<file path="config.mk">
export PLATFORM = sky130hd
export DESIGN_NAME = cnms_dirsel
export DESIGN_NICKNAME = d
export VERILOG_FILES = /design/src/rtl/cnms_pkg.sv /design/src/rtl/cnms_dirsel.sv
export SDC_FILE = /design/constraint.sdc
export NUM_CORES = 2
export LEC_CHECK = 0
export BUFFER_PORTS_ARGS = -buffer_cell sky130_fd_sc_hd__buf_2
export CAP_MARGIN = 10
export CORE_UTILIZATION = 45
export CTS_CLUSTER_SIZE = 30
export DETAILED_ROUTE_END_ITERATION = 8
export PLACE_DENSITY_LB_ADDON = 0.1
export SLEW_MARGIN = 20
export SYNTH_ARGS = -nofsm -noshare
export SYNTH_HDL_FRONTEND = slang
export SYNTH_SLANG_ARGS = --single-unit
export TNS_END_PERCENT = 10
</file>
<file path="constraint.sdc">
create_clock -name clk -period 14.5 [get_ports clk]
set_clock_uncertainty 0.15 [all_clocks]
set_input_delay 2.175 -clock clk [delete_from_list [all_inputs] [get_ports clk]]
set_output_delay 2.175 -clock clk [all_outputs]
set_load 0.03 [all_outputs]
</file>
<file path="src/rtl/cnms_pkg.sv">
// Shared types, constants and small functions for the 3-D non-maximum suppression block.
// Used by every module under rtl except cnms_store; depends on nothing.
package cnms_pkg;

  localparam int DEF_MAX_X       = 256;
  localparam int DEF_MAX_Y       = 256;
  localparam int DEF_SAMPLE_BITS = 16;
  localparam int NUM_DIRS        = 13;
  localparam int DIR_IDX_W       = 4;

  typedef logic [2:0] cfg_idx_t;
  localparam cfg_idx_t CFG_SIZE_X    = 3'd0;
  localparam cfg_idx_t CFG_SIZE_Y    = 3'd1;
  localparam cfg_idx_t CFG_SIZE_Z    = 3'd2;
  localparam cfg_idx_t CFG_THRESHOLD = 3'd3;
  localparam cfg_idx_t CFG_INV_X     = 3'd4;
  localparam cfg_idx_t CFG_INV_Y     = 3'd5;
  localparam cfg_idx_t CFG_INV_Z     = 3'd6;

  typedef logic [DIR_IDX_W-1:0] dir_idx_t;
  typedef logic signed [1:0] dcomp_t;

  typedef struct packed {
    dcomp_t dx;
    dcomp_t dy;
    dcomp_t dz;
  } dir_t;

  typedef enum logic [2:0] {
    ST_IDLE, ST_READ, ST_GRAD, ST_SEARCH, ST_NB0, ST_NB1, ST_NB2, ST_OUT
  } seq_state_t;

  typedef enum logic [2:0] {
    DS_IDLE, DS_DOT, DS_SQ0, DS_SQ1, DS_SQ2, DS_CMP
  } ds_phase_t;

  typedef struct packed {
    logic     done;
    dir_idx_t best;
  } ds_status_t;

  localparam dcomp_t DP = 2'sb01;
  localparam dcomp_t DZ = 2'sb00;
  localparam dcomp_t DN = 2'sb11;

  function automatic dir_t dir_vec(input dir_idx_t i);
    dir_t d;
    case (i)
      4'd0:    d = '{DZ, DZ, DP};
      4'd1:    d = '{DZ, DP, DZ};
      4'd2:    d = '{DP, DZ, DZ};
      4'd3:    d = '{DP, DP, DZ};
      4'd4:    d = '{DP, DN, DZ};
      4'd5:    d = '{DP, DN, DN};
      4'd6:    d = '{DP, DP, DN};
      4'd7:    d = '{DP, DN, DP};
      4'd8:    d = '{DP, DP, DP};
      4'd9:    d = '{DZ, DP, DP};
      4'd10:   d = '{DZ, DP, DN};
      4'd11:   d = '{DP, DZ, DN};
      4'd12:   d = '{DP, DZ, DP};
      default: d = '{DZ, DZ, DZ};
    endcase
    return d;
  endfunction

  function automatic logic [1:0] dir_k(input dir_t d);
    return {1'b0, d.dx != DZ} + {1'b0, d.dy != DZ} + {1'b0, d.dz != DZ};
  endfunction

  function automatic logic [1:0] mod3(input logic [2:0] v);
    logic [2:0] r;
    r = (v >= 3'd3) ? v - 3'd3 : v;
    return r[1:0];
  endfunction

endpackage

</file>
<file path="src/rtl/cnms_dirsel.sv">
// Direction search unit: walks the 13 lattice directions with one shared squarer.
// Depends on cnms_pkg; instantiated by the top level.
module cnms_dirsel
  import cnms_pkg::*;
#(
  parameter int GW = 34
) (
  input  logic                 clk,
  input  logic                 rst_n,
  input  logic                 start,
  input  logic signed [GW-1:0] gx,
  input  logic signed [GW-1:0] gy,
  input  logic signed [GW-1:0] gz,
  output ds_status_t           status
);

  localparam int DTW = GW + 2;
  localparam int DW  = DTW;
  localparam int LW  = (DW + 1) / 2;
  localparam int SQW = 2 * DW;
  localparam int PW  = SQW + 2;
  localparam int SHW = $clog2(2 * LW + 1);

  ds_phase_t phase_r, phase_nxt;
  dir_idx_t  idx_r, best_r;
  logic [DW-1:0]  d_r;
  logic [SQW-1:0] acc_r, bsq_r;
  logic [1:0]     bk_r;
  logic           done_r;

  dir_t               dir;
  logic [1:0]         k;
  logic signed [DTW-1:0] dot;
  logic [DW-1:0]      absd;
  logic [LW-1:0]      mul_a, mul_b;
  logic [2*LW-1:0]    prod;
  logic [SHW-1:0]     sh;
  logic [SQW-1:0]     acc_nxt;
  logic [PW-1:0]      lhs, rhs;
  logic               take;

  function automatic logic signed [DTW-1:0] term(input dcomp_t c,
                                                 input logic signed [GW-1:0] g);
    logic signed [DTW-1:0] ge;
    ge = DTW'(g);
    case (c)
      DP:      return ge;
      DN:      return -ge;
      default: return '0;
    endcase
  endfunction

  function automatic logic [PW-1:0] kmul(input logic [SQW-1:0] v, input logic [1:0] kk);
    logic [PW-1:0] ve;
    ve = PW'(v);
    case (kk)
      2'd1:    return ve;
      2'd2:    return ve << 1;
      2'd3:    return ve + (ve << 1);
      default: return '0;
    endcase
  endfunction

  always_comb begin
    dir  = dir_vec(idx_r);
    k    = dir_k(dir);
    dot  = term(dir.dx, gx) + term(dir.dy, gy) + term(dir.dz, gz);
    absd = dot[DTW-1] ? DW'(-dot) : DW'(dot);
  end

  always_comb begin
    phase_nxt = phase_r;
    case (phase_r)
      DS_IDLE: if (start) phase_nxt = DS_DOT;
      DS_DOT:  phase_nxt = DS_SQ0;
      DS_SQ0:  phase_nxt = DS_SQ1;
      DS_SQ1:  phase_nxt = DS_SQ2;
      DS_SQ2:  phase_nxt = DS_CMP;
      DS_CMP:  phase_nxt = (idx_r == dir_idx_t'(NUM_DIRS - 1)) ? DS_IDLE : DS_DOT;
      default: phase_nxt = DS_IDLE;
    endcase
  end

  always_comb begin
    mul_a = d_r[LW-1:0];
    mul_b = d_r[LW-1:0];
    sh    = '0;
    case (phase_r)
      DS_SQ1: begin
        mul_b = LW'(d_r >> LW);
        sh    = SHW'(LW + 1);
      end
      DS_SQ2: begin
        mul_a = LW'(d_r >> LW);
        mul_b = LW'(d_r >> LW);
        sh    = SHW'(2 * LW);
      end
      default: ;
    endcase
    prod    = mul_a * mul_b;
    acc_nxt = ((phase_r == DS_SQ0) ? '0 : acc_r) + (SQW'(prod) << sh);
    lhs     = kmul(acc_r, bk_r);
    rhs     = kmul(bsq_r, k);
    take    = (idx_r == '0) || (lhs > rhs);
    status.done = done_r;
    status.best = best_r;
  end

  always_ff @(posedge clk) begin
    if (!rst_n) begin
      phase_r <= DS_IDLE;
      done_r  <= 1'b0;
      idx_r   <= '0;
      best_r  <= '0;
    end else begin
      phase_r <= phase_nxt;
      done_r  <= (phase_r == DS_CMP) && (idx_r == dir_idx_t'(NUM_DIRS - 1));
      case (phase_r)
        DS_IDLE: if (start) idx_r <= '0;
        DS_DOT:  d_r <= absd;
        DS_SQ0, DS_SQ1, DS_SQ2: acc_r <= acc_nxt;
        DS_CMP: begin
          if (take) begin
            best_r <= idx_r;
            bsq_r  <= acc_r;
            bk_r   <= k;
          end
          idx_r <= idx_r + 1'b1;
        end
        default: ;
      endcase
    end
  end

endmodule

</file>
==> impl_metrics.yaml <==
run_status:
  outcome: "completed"
timing:
  period_needed_ns: 12.76
  setup_viol: 0
  rsz0062_at_grt: "false"
  slew_violations: 0
  whs_ns: 0.3937
  max_freq_ghz: 0.07839
  slew_headroom_pct: 24.05
  worst_pin_slew_ns: 1.108
  fin_crit_sh_pct: 87.98
  hold_viol: 0
  setup-tns-final_ns: 0
die:
  die_w_um: 300.0
  die_area_um2: 90020
  core_area_um2: 87430
  start_util_pct: 45.72
  dieHeight_um: 300.0
  rows: 108
  pin_count: 110
cells_and_area:
  drive_above_1_share_pct: 6.555
  final_common_cell: "nand2_1"
  fin_util_pct: 48.10
  nets: 5744
  area_growth_pct: 5.196
  final_cell_mix: "679 x nand2_1, 471 x inv_1, 444 x ha_1"
  num_antenna_cells: 0
  fin_cells: 6067
detailed_routing:
  avgViaCountPerCell: 5.751
  post-route-drc-count: 0
  vias: 34894
  dr.pass1.iters: 6
  drt_iter0_drc: 2024
  ant_nets: 0
  wl_per_cell_um: 19.21
  wl_um: 116600
cts:
  cts_buffer_depth: 2
  clock_sinks: 199
  ctsHoldBuffers: 0
  htree_num_levels: 4
  clockRootBuffer: "clkbuf_16"
  cts-buffers-inserted: 17
  post_cts_buffers: 0
  clkLatencyLatePin_ns: 0.51
  cts_tree: "done"
  ctsResizeCount: 0
  clk_pin_slew_ns: 0.09
synth:
  synth_top_family_by_area: "adder cells"
  synthAdderAreaFrac_pct: 28.72
  syn_nets: 5805
  yosysWarnings: 0
  synth_ff_type: "edfxtp_1"
  synth-xor-area-share_pct: 7.907
  synthSimpleGateAreaFrac_pct: 17.39
  syn_inst: 4960
  avgSynthCellArea_um2: 8.059
  synthMuxAreaShare_pct: 3.227
  ys_seq_area_share_pct: 14.52
  ys_types: 80
  synth_compound_area_share_pct: 21.59
  synth_seq_cells: 199
  async_reset_ff_share_pct: 0
  synth_area_um2: 39970
  synth_edf_count: 182
critical_path:
  worstReg2RegEnd: "acc_r[70]"
  worst_path_max_delay_cell: "mux2i_1"
  r2r_cells: 39
  worstPathMaxFanout: 24
  startpoint_type: "flip-flop"
  r2r-start: "phase_r[2]"
  critPathCaptureType: "flip-flop"
  worst_ep_required_time_ns: 14.61
  crit_arrival_ns: 12.86
  regToRegSetupSlack_ns: 1.74
  worst_path_largest_cell_delay_ns: 0.81
  critPathKind: "flip-flop to flip-flop"
  cpMostUsedCell: "fa_1"
grt:
  grt_pass1_wl_um: 188800
  grt_overflow: 0
  grt_pass1_vias: 34691
  grtUsageTotal_pct: 26.23
  grt_max_degree: 64
  antenna_found_initial: 2
placement:
  place.gp.congestion: 0.9359
  post-place-cells: 6035
  dp_hpwl_um: 96500
  portBuffers: 109
hold_path:
  min_to: "best_r[2]"
  worstHoldPathType: "flip-flop to flip-flop"
  hp-start: "best_r[2]"
  holdPathStages: 2
job:
  cap_violations: 0
cell families (layout without fill, tap and decap cells):
| family | after synthesis | count (layout) |
|---|---|---|
| AO/OA/AOI/OAI | 1305 | 1305 |
| flip-flops | 199 | 199 |
| multiplexers | 119 | 119 |
| XOR/XNOR | 360 | 360 |
| AND/OR/NAND/NOR | 1537 | 1537 |
| buffers and inverters | 700 | 652 |
| adder cells (fa/ha/maj) | 740 | 740 |
worst max-delay path by stage:
stage | to | slack, ns | startpoint | cells after the start
6_report | acc_r[70] | 1.74 | phase_r[2] | 39
5_1_grt | acc_r[64] | 0.87 | phase_r[2] | 39
4_1_cts | acc_r[70] | 1.68 | phase_r[2] | 39
3_5_place_dp | acc_r[70] | 1.67 | phase_r[2] | 39
3_3_place_gp | acc_r[66] | 1.86 | phase_r[2] | 41
2_1_floorplan | bk_r[0] | 2.05 | bsq_r[1] | 21
cell type report:
type	instances	area [um^2]
clock inverter	15	191.4
multi-input combinational	4061	31570
fill	8717	45380
timing repair buffer	148	838.3
inverter	472	1772
sequential	199	5806
tap	1155	1445
clock buffer	17	425.4
metrics by stage:
step / worst slack, ns / area (um^2)
2_1_floorplan: 2.050 / 39970
3_3_place_gp: 1.861 / 41430
3_5_place_dp: 1.674 / 41430
4_1_cts: 1.677 / 42050
5_1_grt: 0.8667 / 42050
6_report: 1.743 / 42050
worst max-delay path: cells and delay by family (launching register included):
kind / cells / cell delay [ns]
adder cells (fa/ha/maj): 8 / 4.15
AND/OR/NAND/NOR: 11 / 1.82
AO/OA/AOI/OAI: 12 / 3.34
buffers and inverters: 5 / 1.06
flip-flops: 1 / 0.56
XOR/XNOR: 2 / 0.58
multiplexers: 1 / 0.81
cells in the mapped netlist, drive strengths merged, types with 42 or more instances:
cell    count  share of area [%]
nor2b     102                1.6
ha        444                 14
inv       471                4.4
clkbuf    215                2.0
mux2       79                2.2
fa        296                 15
nand4      78                1.2
a22o       63                1.4
edfxtp    182                 14
o21ai     222                2.8
a21o      205                3.9
xnor2     249                5.5
xor2      111                2.4
nor3       58               0.73
nand3      72               0.90
a21oi     364                4.6
o21bai     47               0.88
a22oi      42               0.79
nand2     680                6.4
nor2      355                3.3
per-layer routing:
metal,GRT usage (%),part of all wire [%]
met2,43.65,46
met5,0,0.022
met4,9.317,3.4
met3,2.580,4.0
met1,35.37,46
flip-flops by register name, indices dropped and copies added (netlist names):
signal,count
dir,5
phase_r,3
done_r,1
bk_r,2
acc_r,72
best_r,4
idx_r,4
d_r,36
bsq_r,72
Power is left out: the tool's default activity adds up to more than one toggle a clock period on the data nets, which glitch-free logic cannot reach.
